File: src/rtl/core/rsook_pkg.sv
package rsook_pkg;

    // Fixed field widths
    localparam int ADDR_W       = 26;
    localparam int PERIOD_W     = 16;
    localparam int REPEAT_W     = 3;
    localparam int LEN_W        = 22;
    localparam int FRAMES_W     = 8;
    localparam int CFG_IDX_W    = 2;
    localparam int CFG_DATA_W   = 16;

    // Default number of address symbols in a frame
    localparam int ADDRESS_BITS_DEF = 26;

    // Register reset values
    localparam logic [PERIOD_W-1:0] PERIOD_RESET = 16'd260;
    localparam logic [REPEAT_W-1:0] REPEAT_RESET = 3'd2;

    // Register indexes
    localparam logic [CFG_IDX_W-1:0] CFG_PERIOD = 2'd0;
    localparam logic [CFG_IDX_W-1:0] CFG_REPEAT = 2'd1;

    // Frame types
    localparam logic [1:0] FT_GROUP_SWITCH = 2'd0;
    localparam logic [1:0] FT_UNIT_SWITCH  = 2'd1;
    localparam logic [1:0] FT_UNIT_DIM     = 2'd2;
    localparam logic [1:0] FT_GROUP_DIM    = 2'd3;

    // Item kinds
    localparam logic KIND_TICK    = 1'b0;
    localparam logic KIND_COMMAND = 1'b1;

    // Line symbols
    typedef enum logic [2:0] {
        SYM_ZERO,
        SYM_ONE,
        SYM_DIM,
        SYM_START,
        SYM_STOP
    } sym_kind_t;

    // Input item
    typedef struct packed {
        logic              kind;
        logic [1:0]        frame_type;
        logic [ADDR_W-1:0] address;
        logic [3:0]        unit;
        logic              switch_on;
        logic [3:0]        dim_level;
    } rsook_in_t;

    // Result item
    typedef struct packed {
        logic line_level;
        logic busy_res;
        logic rejected;
    } rsook_out_t;

    // Latched frame contents
    typedef struct packed {
        logic [1:0]        frame_type;
        logic [ADDR_W-1:0] address;
        logic [3:0]        unit;
        logic              switch_on;
        logic [3:0]        dim_level;
    } rsook_held_t;

    // Current segment as seen by the sequencer
    typedef struct packed {
        sym_kind_t         kind;
        logic [LEN_W-1:0]  seg_len;
        logic              seg_last;
        logic              sym_stop;
    } rsook_seg_t;

endpackage

File: src/rtl/core/rsook_cfg_regs.sv
module rsook_cfg_regs (
    input  logic                               aclk,
    input  logic                               aresetn,
    input  logic                               cfg_we,
    input  logic [rsook_pkg::CFG_IDX_W-1:0]    cfg_index,
    input  logic [rsook_pkg::CFG_DATA_W-1:0]   cfg_wdata,
    output logic [rsook_pkg::PERIOD_W-1:0]     period_ticks,
    output logic [rsook_pkg::REPEAT_W-1:0]     repeat_exp
);
    import rsook_pkg::*;

    logic [PERIOD_W-1:0] period_reg, period_next;
    logic [REPEAT_W-1:0] repeat_reg, repeat_next;

    // Register decode; unknown indexes are ignored
    always_comb begin
        period_next = period_reg;
        repeat_next = repeat_reg;
        if (cfg_we) begin
            case (cfg_index)
                CFG_PERIOD: period_next = cfg_wdata[PERIOD_W-1:0];
                CFG_REPEAT: repeat_next = cfg_wdata[REPEAT_W-1:0];
                default: ;
            endcase
        end
    end

    always_ff @(posedge aclk) begin
        if (!aresetn) begin
            period_reg <= PERIOD_RESET;
            repeat_reg <= REPEAT_RESET;
        end else begin
            period_reg <= period_next;
            repeat_reg <= repeat_next;
        end
    end

    assign period_ticks = period_reg;
    assign repeat_exp   = repeat_reg;

endmodule

File: src/rtl/core/rsook_sym_decode.sv
module rsook_sym_decode #(
    parameter int ADDRESS_BITS = rsook_pkg::ADDRESS_BITS_DEF,
    parameter int SYM_W        = $clog2(ADDRESS_BITS + 12)
) (
    input  rsook_pkg::rsook_held_t             held,
    input  logic [SYM_W-1:0]                   sym_idx,
    input  logic [1:0]                         seg_idx,
    input  logic [rsook_pkg::PERIOD_W-1:0]     period_ticks,
    output rsook_pkg::rsook_seg_t              seg
);
    import rsook_pkg::*;

    localparam logic [SYM_W-1:0] A_SYM = SYM_W'(ADDRESS_BITS);

    logic                dim_frame;
    logic [SYM_W-1:0]    stop_sym;
    logic [SYM_W-1:0]    addr_pos;
    logic [ADDR_W-1:0]   addr_shift;
    logic [SYM_W-1:0]    unit_off;
    logic [SYM_W-1:0]    dim_off;
    sym_kind_t           kind;
    logic [LEN_W-1:0]    t_len;
    logic [LEN_W-1:0]    start_len;
    logic [LEN_W-1:0]    stop_len;
    logic [LEN_W-1:0]    long_len;

    assign dim_frame  = (held.frame_type == FT_UNIT_DIM) || (held.frame_type == FT_GROUP_DIM);
    assign stop_sym   = A_SYM + (dim_frame ? SYM_W'(11) : SYM_W'(7));
    assign addr_pos   = A_SYM - sym_idx;
    // bits above the address field shift out as zero
    assign addr_shift = held.address >> addr_pos;
    assign unit_off   = A_SYM + SYM_W'(6) - sym_idx;
    assign dim_off    = A_SYM + SYM_W'(10) - sym_idx;

    // Symbol at the current position of the frame
    always_comb begin
        if (sym_idx == '0) begin
            kind = SYM_START;
        end else if (sym_idx >= stop_sym) begin
            kind = SYM_STOP;
        end else if (sym_idx <= A_SYM) begin
            kind = addr_shift[0] ? SYM_ONE : SYM_ZERO;
        end else if (sym_idx == A_SYM + SYM_W'(1)) begin
            kind = (held.frame_type == FT_GROUP_SWITCH || held.frame_type == FT_GROUP_DIM)
                   ? SYM_ONE : SYM_ZERO;
        end else if (sym_idx == A_SYM + SYM_W'(2)) begin
            if (dim_frame) kind = SYM_DIM;
            else           kind = held.switch_on ? SYM_ONE : SYM_ZERO;
        end else if (sym_idx <= A_SYM + SYM_W'(6)) begin
            kind = held.unit[unit_off[1:0]] ? SYM_ONE : SYM_ZERO;
        end else begin
            kind = held.dim_level[dim_off[1:0]] ? SYM_ONE : SYM_ZERO;
        end
    end

    // Segment lengths as shift-and-add multiples of T
    assign t_len     = LEN_W'(period_ticks);
    assign start_len = (t_len << 3) + (t_len << 1) + (t_len >> 1);
    assign stop_len  = (t_len << 5) + (t_len << 3);
    assign long_len  = (t_len << 2) + t_len;

    always_comb begin
        seg.kind     = kind;
        seg.sym_stop = (kind == SYM_STOP);
        if (kind inside {SYM_START, SYM_STOP}) seg.seg_last = seg_idx[0];
        else                                   seg.seg_last = (seg_idx == 2'd3);
        if (!seg_idx[0]) begin
            seg.seg_len = t_len;
        end else begin
            case (kind)
                SYM_START: seg.seg_len = start_len;
                SYM_STOP:  seg.seg_len = stop_len;
                SYM_DIM:   seg.seg_len = t_len;
                SYM_ONE:   seg.seg_len = (seg_idx == 2'd1) ? long_len : t_len;
                SYM_ZERO:  seg.seg_len = (seg_idx == 2'd1) ? t_len : long_len;
                default:   seg.seg_len = t_len;
            endcase
        end
    end

endmodule

File: src/rtl/core/rsook_seq.sv
module rsook_seq #(
    parameter int ADDRESS_BITS = rsook_pkg::ADDRESS_BITS_DEF,
    parameter int SYM_W        = $clog2(ADDRESS_BITS + 12)
) (
    input  logic                               aclk,
    input  logic                               aresetn,
    input  logic                               item_en,
    input  rsook_pkg::rsook_in_t               item,
    input  logic [rsook_pkg::REPEAT_W-1:0]     repeat_exp,
    input  rsook_pkg::rsook_seg_t              seg,
    output rsook_pkg::rsook_held_t             held,
    output logic [SYM_W-1:0]                   sym_idx,
    output logic [1:0]                         seg_idx,
    output rsook_pkg::rsook_out_t              result
);
    import rsook_pkg::*;

    logic               sending_reg, sending_next;
    rsook_held_t        held_reg, held_next;
    logic [SYM_W-1:0]   sym_reg, sym_next;
    logic [1:0]         seg_reg, seg_next;
    logic [LEN_W-1:0]   tick_reg, tick_next;
    logic [FRAMES_W-1:0] frames_reg, frames_next;
    logic               level_reg, level_next;
    logic [LEN_W-1:0]   tick_inc;
    logic               line;
    logic               rej;

    assign tick_inc = tick_reg + LEN_W'(1);

    // Command latch and waveform timer
    always_comb begin
        sending_next = sending_reg;
        held_next    = held_reg;
        sym_next     = sym_reg;
        seg_next     = seg_reg;
        tick_next    = tick_reg;
        frames_next  = frames_reg;
        level_next   = level_reg;
        rej          = 1'b0;
        line         = 1'b0;
        if (item.kind == KIND_COMMAND) begin
            if (sending_reg) begin
                rej = 1'b1;
            end else begin
                held_next.frame_type = item.frame_type;
                held_next.address    = item.address;
                held_next.unit       = (item.frame_type == FT_UNIT_SWITCH ||
                                        item.frame_type == FT_UNIT_DIM) ? item.unit : 4'd0;
                held_next.switch_on  = item.switch_on;
                held_next.dim_level  = item.dim_level;
                sym_next     = '0;
                seg_next     = 2'd0;
                tick_next    = '0;
                frames_next  = FRAMES_W'((9'd1 << repeat_exp) - 9'd1);
                sending_next = 1'b1;
                level_next   = 1'b1;
            end
            line = level_next;
        end else if (sending_reg) begin
            line = level_reg;
            if (tick_inc < seg.seg_len) begin
                tick_next = tick_inc;
            end else begin
                tick_next = '0;
                if (!seg.seg_last) begin
                    seg_next   = seg_reg + 2'd1;
                    // odd segments are low
                    level_next = seg_reg[0];
                end else begin
                    seg_next   = 2'd0;
                    level_next = 1'b1;
                    if (!seg.sym_stop) begin
                        sym_next = sym_reg + SYM_W'(1);
                    end else begin
                        sym_next = '0;
                        if (frames_reg == '0) begin
                            sending_next = 1'b0;
                            level_next   = 1'b0;
                        end else begin
                            frames_next = frames_reg - FRAMES_W'(1);
                        end
                    end
                end
            end
        end
    end

    always_ff @(posedge aclk) begin
        if (!aresetn) begin
            sending_reg <= 1'b0;
            held_reg    <= '0;
            sym_reg     <= '0;
            seg_reg     <= 2'd0;
            tick_reg    <= '0;
            frames_reg  <= '0;
            level_reg   <= 1'b0;
        end else if (item_en) begin
            sending_reg <= sending_next;
            held_reg    <= held_next;
            sym_reg     <= sym_next;
            seg_reg     <= seg_next;
            tick_reg    <= tick_next;
            frames_reg  <= frames_next;
            level_reg   <= level_next;
        end
    end

    assign held    = held_reg;
    assign sym_idx = sym_reg;
    assign seg_idx = seg_reg;

    assign result.line_level = line;
    assign result.busy_res   = sending_next;
    assign result.rejected   = rej;

endmodule

File: src/rtl/core/remote_switch_ook_frame_encoder.sv
// Channel  | Ports                          | Item
// ---------+--------------------------------+-----------------------------------
// input    | s_valid, s_ready, s_data       | base tick or send command
// result   | m_valid, m_ready, m_data       | line level, busy, rejected flag
// config   | cfg_we, cfg_index, cfg_wdata   | period_ticks (0), repeat_exp (1)
//
// One item per cycle while m_ready keeps the result side moving; each item's result passes
// through the input register, then the result register, before it can be taken.
// The frame state updates in one pass per item, set by the segment timer compare.
// Reset is synchronous, active low; it clears state and loads register defaults.
// A stalled result holds in the result register while one more item waits
// in the input register; s_ready drops only when both are full.
module remote_switch_ook_frame_encoder #(
    parameter int ADDRESS_BITS = rsook_pkg::ADDRESS_BITS_DEF
) (
    input  logic                               aclk,
    input  logic                               aresetn,
    input  logic                               s_valid,
    output logic                               s_ready,
    input  rsook_pkg::rsook_in_t               s_data,
    output logic                               m_valid,
    input  logic                               m_ready,
    output rsook_pkg::rsook_out_t              m_data,
    input  logic                               cfg_we,
    input  logic [rsook_pkg::CFG_IDX_W-1:0]    cfg_index,
    input  logic [rsook_pkg::CFG_DATA_W-1:0]   cfg_wdata
);
    import rsook_pkg::*;

    localparam int SYM_W = $clog2(ADDRESS_BITS + 12);

    logic                in_valid_reg, in_valid_next;
    rsook_in_t           in_data_reg;
    logic                out_valid_reg, out_valid_next;
    rsook_out_t          out_data_reg;
    logic                advance;
    logic [PERIOD_W-1:0] period_ticks;
    logic [REPEAT_W-1:0] repeat_exp;
    rsook_held_t         held;
    logic [SYM_W-1:0]    sym_idx;
    logic [1:0]          seg_idx;
    rsook_seg_t          seg;
    rsook_out_t          result;

    // Handshake: process the held item when the result slot is free
    assign advance = in_valid_reg && (!out_valid_reg || m_ready);
    assign s_ready = !in_valid_reg || advance;

    always_comb begin
        in_valid_next = in_valid_reg;
        if (s_valid && s_ready) in_valid_next = 1'b1;
        else if (advance)       in_valid_next = 1'b0;
        out_valid_next = out_valid_reg;
        if (advance)      out_valid_next = 1'b1;
        else if (m_ready) out_valid_next = 1'b0;
    end

    always_ff @(posedge aclk) begin
        if (!aresetn) begin
            in_valid_reg  <= 1'b0;
            out_valid_reg <= 1'b0;
        end else begin
            in_valid_reg  <= in_valid_next;
            out_valid_reg <= out_valid_next;
        end
    end

    // Payload registers
    always_ff @(posedge aclk) begin
        if (s_valid && s_ready) in_data_reg <= s_data;
        if (advance)            out_data_reg <= result;
    end

    rsook_cfg_regs u_cfg (
        .aclk         (aclk),
        .aresetn      (aresetn),
        .cfg_we       (cfg_we),
        .cfg_index    (cfg_index),
        .cfg_wdata    (cfg_wdata),
        .period_ticks (period_ticks),
        .repeat_exp   (repeat_exp)
    );

    rsook_sym_decode #(
        .ADDRESS_BITS (ADDRESS_BITS),
        .SYM_W        (SYM_W)
    ) u_decode (
        .held         (held),
        .sym_idx      (sym_idx),
        .seg_idx      (seg_idx),
        .period_ticks (period_ticks),
        .seg          (seg)
    );

    rsook_seq #(
        .ADDRESS_BITS (ADDRESS_BITS),
        .SYM_W        (SYM_W)
    ) u_seq (
        .aclk       (aclk),
        .aresetn    (aresetn),
        .item_en    (advance),
        .item       (in_data_reg),
        .repeat_exp (repeat_exp),
        .seg        (seg),
        .held       (held),
        .sym_idx    (sym_idx),
        .seg_idx    (seg_idx),
        .result     (result)
    );

    assign m_valid = out_valid_reg;
    assign m_data  = out_data_reg;

endmodule

File: config.mk
export PLATFORM = sky130hd
export DESIGN_NAME = remote_switch_ook_frame_encoder
export DESIGN_NICKNAME = d
export VERILOG_FILES = /design/src/rtl/core/rsook_pkg.sv /design/src/rtl/core/rsook_cfg_regs.sv /design/src/rtl/core/rsook_sym_decode.sv /design/src/rtl/core/rsook_seq.sv /design/src/rtl/core/remote_switch_ook_frame_encoder.sv
export SDC_FILE = /design/constraint.sdc
export NUM_CORES = 1
export LEC_CHECK = 0
export ABC_AREA = 1
export BUFFER_PORTS_ARGS = -buffer_cell sky130_fd_sc_hd__buf_2
export CAP_MARGIN = 10
export CORE_MARGIN = 2
export CORE_UTILIZATION = 30
export CTS_CLUSTER_SIZE = 40
export DETAILED_ROUTE_END_ITERATION = 6
export MAX_ROUTING_LAYER = met4
export PLACE_DENSITY = 0.43
export SLEW_MARGIN = 10
export SYNTH_ARGS = -nofsm -noshare
export SYNTH_HDL_FRONTEND = slang
export SYNTH_HIERARCHICAL = 1
export SYNTH_SLANG_ARGS = --single-unit
File: constraint.sdc
create_clock -name aclk -period 4.2 [get_ports aclk]
set_input_delay 0.84 -clock aclk [delete_from_list [all_inputs] [get_ports aclk]]
set_output_delay 0.84 -clock aclk [all_outputs]
set_load 0.05 [all_outputs]
==> results_dict.tcl, run 1 <==
set metrics [dict create \
    timing.critical_path.mode_cell "nand2_2" \
    place_area_sq_mm 0.01158 \
    worstHoldStart "u_seq/held[6]" \
    power_leakage_nw 5.871 \
    core_sq_mm 0.03454 \
    drtIter0Drc 503 \
    place_congestion 0.9078 \
    fin_worst_skew_ns 0.009035 \
    grt-ovfl-total 0 \
    dpl.hpwl_microns 23490 \
    final_cells 2153 \
    crit_start "u_cfg/period_ticks[2]" \
    synth_area_sq_mm 0.01052 \
    layout_setup_ws_ns 0.1169 \
    cp-end-kind "flip-flop" \
    via_per_inst 4.699 \
    nets 1826 \
    wl_per_cell_microns 14.65 \
    crit_type "flip-flop to flip-flop" \
    setup_viol 0 \
    cts_hold_buf 0 \
    largest_register_ffs 38 \
    yosys_warnings 6 \
    drive_gt1_frac 0.2067 \
    tightestPinTransition_ns 1.041 \
    drv_slew 0 \
    ir_drop_mv 0.2482 \
    min_period_ns 4.083 \
    first_global_vias 9637 \
    htreeDepth 4 \
    required_ns 4.53 \
    path_buf_inv 8 \
    drt_wl_total_microns 31540 \
    outcome "complete, no violations" \
    die_w_microns 191.2 \
    syn_inst 1573 \
    num_io_pins 66 \
    insertion_delay_ns 0.43 \
    ant_nets 0 \
    drc_errors 0 \
    grt_max_degree 69 \
    num_vias 10120 \
    synth_fp_nets 1714 \
    rows 68 \
    slowest_stage "fa_1" \
    post-place-ws_ns -0.08102 \
    rsz0062_at_grt "true" \
    drv_cap 0 \
    start_util 0.3044 \
    max_stage_delay_ns 0.58 \
    area_growth_pct 22.52 \
    clk_pin_slew_worst_paths_ns 0.06 \
    die_h_microns 191.2 \
    dp_cells 2105 \
    num_antenna_cells 0 \
    reg2reg_from "u_cfg/period_ticks[2]" \
    io_buffers 65 \
    dieArea_sq_mm 0.03656 \
    crit_family "simple AND/OR/NAND/NOR gates" \
    crit_fanout 6 \
    numClockSinks 139 \
    setup_tns_ns 0 \
    start_kind "flip-flop" \
    arrival_ns 4.41 \
    hp-class "flip-flop to flip-flop" \
    avgSynthCellArea_sq_um 6.685 \
    grt_pass1_wl_microns 50450 \
    hold_viol 0 \
    root_buffer "clkbuf_16" \
    cts_buffers 17 \
    track_usage 0.1792 \
    whs_ns 0.4667 \
    cts_buffer_depth 2 \
    cts_tree "done" \
    final_cell_area_sq_mm 0.01288 \
    max_freq_ghz 0.2449 \
    fin_crit_sh 0.9722 \
    firstDrtPassIters 5 \
    antenna_found_initial 0 \
    relSlewSlack 0.3017 \
    power.density_mw_per_mm2 292.4 \
]
[worst register-to-register path, delay by kind of cell (launching register included)]
family,cells,cell delay [ns]
AO/OA/AOI/OAI,1,0.15
adder cells (fa/ha/maj),3,1.14
buffers and inverters,8,0.80
flip-flops,1,0.38
AND/OR/NAND/NOR,17,1.53
[final timing paths]
path | to | slack [ns] | cells past startpoint
setup / recovery | u_seq/sym_idx[4] | 0.12 | 29
hold / removal | u_seq/held[6] | 0.47 | 2
setup reg to reg | u_seq/sym_idx[4] | 0.12 | 29
hold reg to reg | u_seq/held[6] | 0.47 | 2
[per-stage QoR]
| stage | util | total power [mW] |
|---|---|---|
| floorplan | - | 1.998 |
| global placement | 0.3352 | 2.246 |
| detailed placement | 0.3352 | 2.242 |
| CTS | 0.3517 | 3.705 |
| global route | 0.3730 | 3.982 |
| finish | 0.3730 | 3.767 |
[power breakdown]
group / switching, mW / internal (mW) / total [mW]
logic: 0.509 / 0.333 / 0.842
clock network: 0.662 / 0.780 / 1.44
registers: 0.0426 / 1.44 / 1.48
[area by class of cell]
cell class / instances / area, sq um
fillers: 3827 / 21660
multi-input cells: 1172 / 6750
flip-flops and latches: 139 / 3228
repair buffers: 145 / 982.2
inverters: 210 / 795.8
well taps: 455 / 569.3
clock buffers: 18 / 429.2
clock inverters: 14 / 128.9
[cells in the final DEF (no fill, tap or decap), drive strengths merged, types with 3 or more instances in the layout]
| cell | n |
|---|---|
| a21o | 4 |
| a21oi | 98 |
| buf | 145 |
| clkbuf | 18 |
| clkinv | 5 |
| clkinvlp | 3 |
| dfxtp | 98 |
| edfxtp | 41 |
| fa | 15 |
| ha | 65 |
| inv | 216 |
| nand2 | 418 |
| nand3 | 139 |
| nand3b | 9 |
| nand4 | 26 |
| nor2 | 229 |
| nor3 | 14 |
| o211ai | 3 |
| o21a | 3 |
| o21ai | 91 |
| o22ai | 7 |
| or2 | 11 |
| xnor2 | 13 |
| xor2 | 19 |
[what timing repair did]
item / CTS / global route
gates cloned: 0 / 1
pin swaps: 0 / 67
setup endpoints to repair: 36 / 41
setup buffers: 0 / 15
gates resized for setup: 6 / 155
endpoints found under the hold margin: 0 / 0
[per-layer routing]
metal	wire [microns]	vias to the layer above	GRT usage	share of wire
met4	390	0	0.04763	0.012
met3	890	25	0.02111	0.028
met2	14970	154	0.2913	0.47
li1	-	5276	-	-
met5	0	-	-	0
met1	15280	4663	0.2357	0.48
(Power assumes the default switching activity.)
==> inputs of run 2 (changes only) <==
PLACE_DENSITY = default   (was 0.43)
PLACE_DENSITY_LB_ADDON = 0.25   (was default)
==> results_dict.tcl, run 2 (same netlist as run 1, synthesis figures left out) <==
set metrics [dict create \
    root_buffer "clkbuf_16" \
    drv_slew 0 \
    area_growth_pct 19.66 \
    tightestPinTransition_ns 0.9196 \
    rsz0062_at_grt "true" \
    power.density_mw_per_mm2 295.1 \
    num_io_pins 66 \
    rows 68 \
    place_congestion 0.8863 \
    drv_cap 0 \
    drt_wl_total_microns 29580 \
    htreeDepth 4 \
    max_freq_ghz 0.2507 \
    insertion_delay_ns 0.43 \
    drtIter0Drc 630 \
    firstDrtPassIters 5 \
    wl_per_cell_microns 13.85 \
    start_kind "flip-flop" \
    dieArea_sq_mm 0.03656 \
    setup_viol 0 \
    hp-class "flip-flop to flip-flop" \
    cts_hold_buf 0 \
    crit_fanout 5 \
    die_w_microns 191.2 \
    drc_errors 0 \
    final_cell_mix "nand2_1 (390), nor2_1 (210), inv_1 (200)" \
    core_sq_mm 0.03454 \
    final_cells 2135 \
    arrival_ns 4.33 \
    largest_register_ffs 38 \
    min_period_ns 3.989 \
    antenna_found_initial 0 \
    required_ns 4.54 \
    via_per_inst 4.753 \
    cp-end-kind "flip-flop" \
    numClockSinks 139 \
    setup_tns_ns 0 \
    cts_buffer_depth 2 \
    hold_viol 0 \
    grt_max_degree 69 \
    ir_drop_mv 0.2872 \
    crit_type "flip-flop to flip-flop" \
    cts_tree "done" \
    dpl.hpwl_microns 22080 \
    track_usage 0.1694 \
    finalPower_mw 3.713 \
    clk_pin_slew_worst_paths_ns 0.06 \
    power_leakage_nw 5.799 \
    relSlewSlack 0.3831 \
    grt-ovfl-total 0 \
    num_antenna_cells 0 \
    nets 1808 \
    grt_pass1_wl_microns 48330 \
    fin_worst_skew_ns 0.007364 \
    ant_nets 0 \
    fin_crit_sh 0.9498 \
    num_vias 10150 \
    first_global_vias 9575 \
    drive_gt1_frac 0.1774 \
    start_util 0.3044 \
    outcome "complete, no violations" \
    cts_buffers 17 \
    dp_cells 2085 \
    final_common_cell "nand2_1" \
    io_buffers 65 \
    die_h_microns 191.2 \
]
==> run 2: cell count changes in the layout (fill, tap and decap cells not counted), moves of 4 or more <==
| cell | previous run | this run |
|---|---|---|
| a21oi_1 | 69 | 76 |
| a21oi_2 | 24 | 20 |
| buf_4 | 72 | 54 |
| dfxtp_2 | 4 | 9 |
| ha_1 | 49 | 54 |
| ha_4 | 13 | 8 |
| inv_8 | 4 | 0 |
| nand2_1 | 381 | 390 |
| nand2_2 | 36 | 26 |
| nor2_1 | 201 | 210 |
| nor2_2 | 20 | 11 |
==> run 2: report_power, final <==
group	switching [mW]	internal, mW
clock	0.617	0.822
sequential	0.0437	1.44
combinational	0.488	0.300
==> run 2: path summary, 6_finish.rpt <==
| check | startpoint | to | slack (ns) | depth (start not counted) |
|---|---|---|---|---|
| worst max-delay path | u_cfg/period_ticks[1] | u_seq/tick_reg[18] | 0.21 | 27 |
| worst max register to register | u_cfg/period_ticks[1] | u_seq/tick_reg[18] | 0.21 | 27 |
| worst min-delay path | u_seq/held[7] | u_seq/held[7] | 0.46 | 2 |
| worst min register to register | u_seq/held[7] | u_seq/held[7] | 0.46 | 2 |
==> run 2: metal layers <==
| layer | global-route usage | share of wire |
|---|---|---|
| met4 | 0.06243 | 0.024 |
| met5 | - | 0 |
| met1 | 0.2202 | 0.48 |
| met2 | 0.2656 | 0.46 |
| met3 | 0.02625 | 0.035 |
==> run 2: area by class of cell <==
class	count	area [sq um]
fill	3777	21960
multi-input combinational	1174	6585
sequential	139	3227
timing repair buffer	125	838.3
inverter	210	795.8
tap	455	569.3
clock buffer	17	425.4
clock inverter	15	141.4
==> run 2: what timing repair did <==
item	4_1_cts	5_1_grt
gates cloned	0	5
setup endpoints to repair	36	41
resized for setup	5	106
buffers inserted	0	13
pin swaps	0	27
==> run 2: through the flow <==
| stage | utilization | hold slack, ns | cell area (sq um) | worst slack [ns] |
|---|---|---|---|---|
| floorplan | - | 0.4447 | 10520 | 0.3583 |
| global placement | 0.3309 | 0.4564 | 11430 | -0.02626 |
| detailed placement | 0.3309 | 0.4574 | 11430 | -0.06697 |
| CTS | 0.3475 | 0.4671 | 12000 | 0.001396 |
| global route | 0.3642 | 0.4938 | 12580 | -0.06387 |
| finish | 0.3642 | 0.4644 | 12580 | 0.2107 |
==> run 2: critical path, cell delays in order (launching register included) <==
cell and delay [ns]:
dfxtp_2 0.35, fa_1 0.57, ha_2 0.32, a21oi_2 0.15
nand2_2 0.11, nand2_1 0.09, nand2_2 0.07, nand4_1 0.07
nand2_1 0.10, nand2_2 0.08, nand2_1 0.05, o21bai_1 0.19
inv_1 0.07, nand3_1 0.07, nand2_1 0.05, inv_1 0.05
inv_1 0.05, ha_4 0.24, nand2_2 0.08, inv_1 0.04
nand2_1 0.06, nand2_2 0.07, a21oi_4 0.20, nand4_4 0.16
nor2_4 0.24, clkbuf_16 0.19, nand2_4 0.04, a21oi_2 0.13
